$ cat config.mk
export PLATFORM = sky130hd
export DESIGN_NAME = combined_lcg_shuffle_rng_top
export DESIGN_NICKNAME = d
export VERILOG_FILES = /design/src/rtl/core/crng_pkg.sv /design/src/rtl/core/crng_ram.sv /design/src/rtl/core/combined_lcg_shuffle_rng_top.sv
export SDC_FILE = /design/constraint.sdc
export NUM_CORES = 2
export LEC_CHECK = 0
export BUFFER_PORTS_ARGS = -buffer_cell sky130_fd_sc_hd__buf_4
export CAP_MARGIN = 5
export CORE_ASPECT_RATIO = 0.8
export CORE_MARGIN = 10
export CORE_UTILIZATION = 58
export DETAILED_ROUTE_END_ITERATION = 10
export GPL_TIMING_DRIVEN = 1
export HOLD_SLACK_MARGIN = 0.06
export PLACE_DENSITY = 0.77
export SYNTH_ARGS = -nofsm -noshare
export SYNTH_HDL_FRONTEND = slang
export SYNTH_HIERARCHICAL = 1
export SYNTH_SLANG_ARGS = --single-unit
export TNS_END_PERCENT = 10
$ cat constraint.sdc
create_clock -name clk -period 6.9 [get_ports clk]
set_input_delay 0.345 -clock clk [delete_from_list [all_inputs] [get_ports clk]]
set_output_delay 0.345 -clock clk [all_outputs]
set_load 0.02 [all_outputs]
$ cat src/rtl/core/crng_pkg.sv
// Shared constants, types and the modular fold for the combined LCG shuffle generator.
// No dependencies; imported by the top level and the checker.
package crng_pkg;

  localparam int unsigned WORD_W = 31;
  localparam int unsigned MUL_W  = 16;
  localparam int unsigned PROD_W = WORD_W + MUL_W;
  localparam int unsigned FOLD_W = 8;

  typedef logic [WORD_W-1:0] word_t;
  typedef logic [PROD_W-1:0] prod_t;
  typedef logic [FOLD_W-1:0] fold_t;

  localparam word_t             MOD1  = 31'd2147483563;
  localparam word_t             MOD2  = 31'd2147483399;
  localparam logic [MUL_W-1:0]  MUL1  = 16'd40014;
  localparam logic [MUL_W-1:0]  MUL2  = 16'd40692;
  localparam word_t             SPAN  = MOD1 - 31'd1;
  localparam word_t             INIT2 = 31'd123456789;

  // 2^31 - modulus: weight of the bits above bit 30 after reduction
  localparam fold_t FOLD1 = FOLD_W'(32'h8000_0000 - {1'b0, MOD1});
  localparam fold_t FOLD2 = FOLD_W'(32'h8000_0000 - {1'b0, MOD2});

  localparam int TABLE_DEPTH_DEF = 32;

  // Reduce a word times a 16-bit multiplier modulo 2^31 - fold.
  // Folding the upper bits leaves a sum below twice the modulus,
  // so one conditional subtract finishes the job.
  function automatic word_t mod_fold(prod_t p, word_t m, fold_t f);
    logic [WORD_W:0] s;
    s = {1'b0, p[WORD_W-1:0]}
        + (WORD_W+1)'(32'(p[PROD_W-1:WORD_W]) * 32'(f));
    if (s >= {1'b0, m}) begin
      s = s - {1'b0, m};
    end
    return s[WORD_W-1:0];
  endfunction

endpackage

$ cat src/rtl/core/crng_ram.sv
// Generic single-write, single-read RAM with registered read data.
// No dependencies; holds the shuffle table.
module crng_ram #(
  parameter int WIDTH = 31,
  parameter int DEPTH = 32,
  parameter int ADDR_W = (DEPTH > 1) ? $clog2(DEPTH) : 1
) (
  input  logic              clk,
  input  logic              wr_en,
  input  logic [ADDR_W-1:0] wr_addr,
  input  logic [WIDTH-1:0]  wr_data,
  input  logic              rd_en,
  input  logic [ADDR_W-1:0] rd_addr,
  output logic [WIDTH-1:0]  rd_data
);

  logic [WIDTH-1:0] mem [DEPTH];

  always_ff @(posedge clk) begin
    if (wr_en) begin
      mem[wr_addr] <= wr_data;
    end
    if (rd_en) begin
      rd_data <= mem[rd_addr];
    end
  end

endmodule

$ cat src/rtl/core/combined_lcg_shuffle_rng_top.sv
// Combined LCG random number generator with shuffle table: control, generators, output register.
// Depends on crng_pkg and crng_ram.
//
// Usage:
//   Input words carry in_cmd (0 = draw, 1 = reseed then draw) and in_seed.
//   Each accepted word yields exactly one out_value in 1..2147483562.
//   A draw before any seed behaves as a reseed with seed 0 (used as 1).
// Timing:
//   A plain draw runs in steps: the generator multiplies, the modular
//   fold plus the table read, then the subtract and table write-back.
//   A new word is taken only once the block is back in idle. The result
//   word is registered after the write-back and shows on out_valid.
//   A reseed runs TABLE_DEPTH+8 warm-up steps of the first generator, each
//   a multiply, then a fold and, in the last TABLE_DEPTH steps, a table
//   write; then the draw.
// Reset: control state and the first generator clear, the second loads INIT2;
//   the table is not cleared, every seed refills it before any read.
// Stall: a stalled result word holds in the output register; the block
//   finishes the next item up to its write-back and waits until it frees.
module combined_lcg_shuffle_rng_top
  import crng_pkg::*;
#(
  parameter int TABLE_DEPTH = TABLE_DEPTH_DEF
) (
  input  logic        clk,
  input  logic        rst_n,
  input  logic        in_valid,
  output logic        in_stall,
  input  logic        in_cmd,
  input  logic [30:0] in_seed,
  output logic        out_valid,
  input  logic        out_stall,
  output logic [30:0] out_value
);

  localparam int IDX_W  = (TABLE_DEPTH > 1) ? $clog2(TABLE_DEPTH) : 1;
  localparam int CNT_W  = $clog2(TABLE_DEPTH + 8);
  localparam int QW     = 8;
  // Table index = last output / bucket, done as an exact reciprocal multiply
  localparam longint unsigned BUCKET = 64'd1 + 64'(SPAN) / 64'(TABLE_DEPTH);
  localparam int              DIV_SH = 31 + $clog2(BUCKET);
  localparam longint unsigned RECIP  = ((64'd1 << DIV_SH) + BUCKET - 64'd1) / BUCKET;

  localparam logic [2:0] ST_IDLE   = 3'd0;
  localparam logic [2:0] ST_SMUL   = 3'd1;
  localparam logic [2:0] ST_SRED   = 3'd2;
  localparam logic [2:0] ST_DSTART = 3'd3;
  localparam logic [2:0] ST_DRED   = 3'd4;
  localparam logic [2:0] ST_DOUT   = 3'd5;

  logic [2:0]       state_r, state_nxt;
  word_t            x1_r, x1_nxt;
  word_t            x2_r, x2_nxt;
  word_t            lo_r, lo_nxt;
  logic             seeded_r, seeded_nxt;
  logic [CNT_W-1:0] cnt_r, cnt_nxt;
  logic [IDX_W-1:0] idx_r, idx_nxt;
  prod_t            mul1_r, mul2_r;
  logic [63:0]      qprod_r;
  logic             out_valid_r, out_valid_nxt;
  word_t            out_value_r, out_value_nxt;

  logic             wr_en;
  logic [IDX_W-1:0] wr_addr;
  word_t            wr_data;
  logic             rd_en;
  word_t            rd_data;

  word_t            red1, red2;
  logic [63:0]      q_wide;
  logic [QW-1:0]    q;
  logic [IDX_W-1:0] idx_c;
  logic [31:0]      diff, wrapped;
  word_t            draw_val;
  word_t            seed_val;
  logic             accept, out_free;

  assign in_stall  = (state_r != ST_IDLE);
  assign accept    = in_valid && !in_stall;
  assign out_free  = !out_valid_r || !out_stall;
  assign out_valid = out_valid_r;
  assign out_value = out_value_r;

  assign red1 = mod_fold(mul1_r, MOD1, FOLD1);
  assign red2 = mod_fold(mul2_r, MOD2, FOLD2);

  assign q_wide = qprod_r >> DIV_SH;
  assign q      = q_wide[QW-1:0];
  assign idx_c  = (q >= QW'(TABLE_DEPTH)) ? IDX_W'(TABLE_DEPTH - 1) : q[IDX_W-1:0];

  // Difference wrapped into 1..SPAN
  assign diff     = {1'b0, rd_data} - {1'b0, x2_r};
  assign wrapped  = (diff[31] || (diff == 32'd0)) ? (diff + {1'b0, SPAN}) : diff;
  assign draw_val = wrapped[WORD_W-1:0];

  // A draw before any seed uses seed 0, which maps to 1
  assign seed_val = (in_cmd && (in_seed != 31'd0)) ? in_seed : 31'd1;

  always_comb begin
    state_nxt     = state_r;
    x1_nxt        = x1_r;
    x2_nxt        = x2_r;
    lo_nxt        = lo_r;
    seeded_nxt    = seeded_r;
    cnt_nxt       = cnt_r;
    idx_nxt       = idx_r;
    out_valid_nxt = out_valid_r && out_stall;
    out_value_nxt = out_value_r;
    wr_en         = 1'b0;
    wr_addr       = idx_r;
    wr_data       = x1_r;
    rd_en         = 1'b0;

    unique case (state_r)
      ST_IDLE: begin
        if (accept) begin
          if (in_cmd || !seeded_r) begin
            x1_nxt    = seed_val;
            x2_nxt    = seed_val;
            cnt_nxt   = CNT_W'(TABLE_DEPTH + 7);
            state_nxt = ST_SMUL;
          end else begin
            state_nxt = ST_DRED;
          end
        end
      end
      ST_SMUL: begin
        state_nxt = ST_SRED;
      end
      ST_SRED: begin
        x1_nxt  = red1;
        wr_en   = (cnt_r < CNT_W'(TABLE_DEPTH));
        wr_addr = cnt_r[IDX_W-1:0];
        wr_data = red1;
        if (cnt_r == '0) begin
          lo_nxt     = red1;
          seeded_nxt = 1'b1;
          state_nxt  = ST_DSTART;
        end else begin
          cnt_nxt   = cnt_r - CNT_W'(1);
          state_nxt = ST_SMUL;
        end
      end
      ST_DSTART: begin
        // let the multiply registers pick up the warmed-up state
        state_nxt = ST_DRED;
      end
      ST_DRED: begin
        x1_nxt    = red1;
        x2_nxt    = red2;
        rd_en     = 1'b1;
        idx_nxt   = idx_c;
        state_nxt = ST_DOUT;
      end
      ST_DOUT: begin
        // write back the new first-generator value over the picked entry
        wr_en = 1'b1;
        if (out_free) begin
          out_valid_nxt = 1'b1;
          out_value_nxt = draw_val;
          lo_nxt        = draw_val;
          state_nxt     = ST_IDLE;
        end
      end
      default: begin
        state_nxt = ST_IDLE;
      end
    endcase
  end

  always_ff @(posedge clk) begin
    if (!rst_n) begin
      state_r     <= ST_IDLE;
      x1_r        <= '0;
      x2_r        <= INIT2;
      lo_r        <= '0;
      seeded_r    <= 1'b0;
      cnt_r       <= '0;
      out_valid_r <= 1'b0;
    end else begin
      state_r     <= state_nxt;
      x1_r        <= x1_nxt;
      x2_r        <= x2_nxt;
      lo_r        <= lo_nxt;
      seeded_r    <= seeded_nxt;
      cnt_r       <= cnt_nxt;
      out_valid_r <= out_valid_nxt;
    end
  end

  // Free-running multiply registers; control consumes them in the next cycle
  always_ff @(posedge clk) begin
    mul1_r      <= prod_t'(x1_r) * prod_t'(MUL1);
    mul2_r      <= prod_t'(x2_r) * prod_t'(MUL2);
    qprod_r     <= 64'(lo_r) * RECIP;
    idx_r       <= idx_nxt;
    out_value_r <= out_value_nxt;
  end

  crng_ram #(
    .WIDTH (WORD_W),
    .DEPTH (TABLE_DEPTH),
    .ADDR_W(IDX_W)
  ) u_table (
    .clk    (clk),
    .wr_en  (wr_en),
    .wr_addr(wr_addr),
    .wr_data(wr_data),
    .rd_en  (rd_en),
    .rd_addr(idx_c),
    .rd_data(rd_data)
  );

endmodule

==> implementation parameters <==
Parameter                              Value

STA
  Skew final ... 0.0640 ns
  Final Setup Violations ... 0
  Maximum frequency from static timing analysis ... about 150 MHz
  Tmin final ... 6.74 ns
  Post-route worst setup slack ... around 0.16 ns
  Final Max Slew Viols ... 0
  Worst max-slew margin expressed relative to the limit ... 25.3%
  Final count of hold timing violations ... 0
  Worst hold margin ... 0.0934 ns
  Worst Max-Slew Pin Slew ... around 1.1 ns
  Unrepaired setup endpoints after global routing ... true
  Final clock period utilization by the worst path ... between 90% and 100%

Final layout
  Growth of design area from synthesis to finish ... 11.4%
  Fraction of final layout cells with drive strength greater than 1 ... 10.2%
  Nets ... around 7,400
  Storage element area ... around 0.036 sq mm
  Fill cell instance count of the final layout ... 9,518
  Total area of multi-input combinational cells ... about 0.037 sq mm
  Filler-free cell count of the finished design ... 8,168

Global route
  Global-route wire length before repair ... 327,000 microns
  Largest net degree at the start of global routing ... 130
  GR Overflow Total ... 0
  Total global-route track usage ... between 30% and 40%
  Vias in the first global route ... 49,900
  Number of antenna violations at the first check in global routing ... 6

Drt
  Post-Route WL ... between 200,000 and 250,000 microns
  Average vias per placed instance ... 6.30
  Vias ... about 51,000
  DR iter-0 viols ... 6,294
  Average routed wire per standard cell ... approximately 27 microns
  Antenna viol nets, final ... 0
  First-pass iteration count of the detailed router ... 7
  DRC violation count after routing ... 0

Placed design
  Routability-driven placement congestion ratio ... 1.00
  Buffers on Ports ... 68
  Pre-CTS WS ... -0.00719 ns
  Number of instances in the placed design ... just under 8,000
  Half-perimeter wire length after placement ... between 150,000 and 200,000 microns

Worst setup path
  Critical Path AT ... between 7 and 8 ns
  Reg2Reg Depth ... 21
  Largest stage delay on the critical path ... between 0.5 and 0.6 ns
  Reg-to-reg critical path endpoint ... u_table/mem[8][20]
  Slowest CP cell ... sky130_fd_sc_hd__or4b_1
  Ordered list of cells on the worst path ... ha_1, fa_1, inv_1, fa_1, fa_1, inv_1, ha_1, a21oi_1, o21ai_0, or2_2, or4_1, mux2i_2, o211ai_1, or4b_1, a2111o_1, buf_4, buf_4, a211oi_1, xnor2_1, o21ai_2, buf_6
  Data required time at the worst endpoint ... around 7.4 ns
  Beginning of the worst register-to-register path ... mul1_r[39]
  Flop-to-flop setup slack ... 0.16 ns
  Category of the worst setup path capture point ... flop
  Startpoint type of the worst setup path ... flop
  Most numerous cell on the critical path ... sky130_fd_sc_hd__fa_1
  Crit-path max FO ... 32
  Category of the most critical setup path ... reg2reg

Floorplan
  Number of rows in the core area ... around 120
  Total core area ... 0.129 sq mm
  X dimension of the die ... 423 microns
  Initial core utilization ... about three fifths
  IO Pins ... ~70
  DIE HEIGHT ... about 340 microns
  Die ar. ... roughly 0.14 sq mm

Yosys
  Number of storage elements in the synthesis netlist ... 1,260
  Top cell type by total area after synthesis ... sky130_fd_sc_hd__edfxtp_1
  Yosys warnings ... 6
  Part of the Yosys area used for sequential elements ... a little under half
  Most used standard cell by instance count after synthesis ... sky130_fd_sc_hd__edfxtp_1
  Fraction of post-synthesis cell area in the top cell type by area ... ~42%
  Number of distinct library cells after synthesis ... 92
  Summed instance area of the synthesized netlist ... ~0.075 sq mm
  Cells taking the most area after synthesis ... sky130_fd_sc_hd__edfxtp_1 (42%), sky130_fd_sc_hd__fa_1 (12%), sky130_fd_sc_hd__ha_1 (10%), sky130_fd_sc_hd__mux2i_1 (6.7%), sky130_fd_sc_hd__dfxtp_1 (5.3%)
  Ys flop type ... sky130_fd_sc_hd__edfxtp_1
  Instance count of the mapped netlist ... just over 6,000
  Average footprint of a synthesized cell ... roughly 12 sq um
  Post-synthesis async set-or-reset flop share ... 0%
  Synth cell count leaders ... sky130_fd_sc_hd__edfxtp_1 (1,059), sky130_fd_sc_hd__inv_1 (629), sky130_fd_sc_hd__ha_1 (615), sky130_fd_sc_hd__mux2i_1 (506), sky130_fd_sc_hd__fa_1 (450)
  Synthesized Nets ... a little over 7,000
  Number of enable-type register cells in the synthesized netlist ... about 1,100

Status
  Result of the run ... finished clean

Hold path
  Worst hold path stage count ... 5
  Hold Crit Start ... in_seed[22]
  Worst-case hold path end point ... x2_r[22]
  Min-Delay Path Class ... in2reg

Clock tree
  Deepest level of the CTS H-tree ... 3
  Clock latency of the later-clocked register in the worst-skew pair ... between 0.7 and 0.8 ns
  Cell at the root of the clock tree ... sky130_fd_sc_hd__clkbuf_16
  Num Clock Sinks ... 1,260
  CTS tree ... done
  Inserted Clock Buffers ... approximately 120
  Clock-pin slew reported for the worst setup and hold paths after clock tree synthesis ... around 0.06 ns
  Largest buffer count on any clock path ... 3

Run
  Maximum capacitance violations ... 0
[layout make-up]
type,count,area share (%)
well taps,1740,2.59
clock buffers,144,3.68
flip-flops and latches,1260,42.7
multi-input cells,3959,43.8
inverters,631,2.82
repair buffers,353,3.54
diodes,1,0.00298
clock inverters,80,0.902
[worst max path at each step]
stage,startpoint,endpoint,cells past startpoint
after floorplan,mul1_r[37],u_table/mem[0][2],20
after global placement,mul1_r[38],lo_r[3],22
after detailed placement,mul2_r[35],x2_r[2],23
after CTS,mul1_r[33],u_table/mem[14][2],19
after global routing,mul1_r[34],x1_r[19],23
final,mul1_r[39],u_table/mem[8][20],21
[registers in the layout, indices dropped and copies added, names as in the netlist, 3 cells and up]
name	count
u_table/mem	992
mul1_r	46
mul2_r	45
lo_r	31
out_value	31
u_table/rd_data	31
x1_r	31
x2_r	31
cnt_r	6
qprod_r	6
idx_r	5
state_r	3
[metrics by stage]
step                util [%]  cell area (sq um)   TNS, ns
finish                  65.0              84000         0
global route            65.0              84000     -3.67
CTS                     64.8              83700         0
detailed placement      61.6              79600  -0.00719
global placement        61.6              79600         0
floorplan                  -              75400   -191.97
[cell families after synthesis]
group           synth area share [%]
fa+ha+maj                       22.2
flops                           47.5
xor+xnor                        2.49
buf+inv                         4.51
simple gates                    6.64
compound gates                  9.90
mux                             6.78
[placed cells by master (no fill, tap or decap), types with 19 or more instances in the layout]
| cell type | n |
|---|---|
| sky130_fd_sc_hd__nor3_1 | 86 |
| sky130_fd_sc_hd__o211ai_1 | 33 |
| sky130_fd_sc_hd__dlygate4sd3_1 | 26 |
| sky130_fd_sc_hd__a221oi_1 | 19 |
| sky130_fd_sc_hd__o21bai_1 | 24 |
| sky130_fd_sc_hd__a31oi_1 | 62 |
| sky130_fd_sc_hd__and3_1 | 27 |
| sky130_fd_sc_hd__nand4_1 | 38 |
| sky130_fd_sc_hd__nand2_1 | 313 |
| sky130_fd_sc_hd__a22oi_1 | 103 |
| sky130_fd_sc_hd__xor2_1 | 84 |
| sky130_fd_sc_hd__a21oi_1 | 308 |
| sky130_fd_sc_hd__a21o_1 | 88 |
| sky130_fd_sc_hd__a22o_1 | 69 |
| sky130_fd_sc_hd__inv_1 | 628 |
| sky130_fd_sc_hd__a211oi_1 | 27 |
| sky130_fd_sc_hd__or3_1 | 27 |
| sky130_fd_sc_hd__nor2_4 | 33 |
| sky130_fd_sc_hd__fa_1 | 450 |
| sky130_fd_sc_hd__ha_1 | 611 |
| sky130_fd_sc_hd__nand2b_1 | 21 |
| sky130_fd_sc_hd__dfxtp_1 | 187 |
| sky130_fd_sc_hd__clkbuf_1 | 24 |
| sky130_fd_sc_hd__nor2b_1 | 19 |
| sky130_fd_sc_hd__o21ai_2 | 19 |
| sky130_fd_sc_hd__mux2i_1 | 505 |
| sky130_fd_sc_hd__clkinv_1 | 30 |
| sky130_fd_sc_hd__edfxtp_1 | 1059 |
| sky130_fd_sc_hd__nor2_1 | 179 |
| sky130_fd_sc_hd__buf_4 | 302 |
| sky130_fd_sc_hd__clkinv_2 | 21 |
| sky130_fd_sc_hd__xnor2_1 | 124 |
| sky130_fd_sc_hd__o21a_1 | 38 |
| sky130_fd_sc_hd__o21ai_0 | 165 |
| sky130_fd_sc_hd__buf_12 | 19 |
| sky130_fd_sc_hd__nand3_1 | 171 |
| sky130_fd_sc_hd__clkbuf_16 | 120 |
[worst max-delay path: cells and delay by family (launching register included)]
kind,cells,cell delay [ns]
multiplexers,1,0.24
buffers and inverters,5,0.64
adder cells (fa/ha/maj),5,2.23
AO/OA/AOI/OAI,6,1.28
flip-flops,1,0.35
AND/OR/NAND/NOR,3,1.45
XOR/XNOR,1,0.27
[what timing repair did]
item                       CTS  global route
gates resized for setup      3            60
setup endpoints to repair   35          1037
hold buffers                26             0
gates cloned                 0             1
setup buffers                0             4
pin swaps                    1             8
hold endpoints to repair    39             0
[layer usage]
layer,global-route usage (%),wire length (microns),vias up
met3,9.48,29900,388
li1,-,-,22600
met5,0,9,-
met2,42.0,90400,2919
met4,7.86,6630,2
met1,45.2,94000,25600
Power is left out: the tool's default activity adds up to more than one toggle a clock period on the data nets, which glitch-free logic cannot reach.
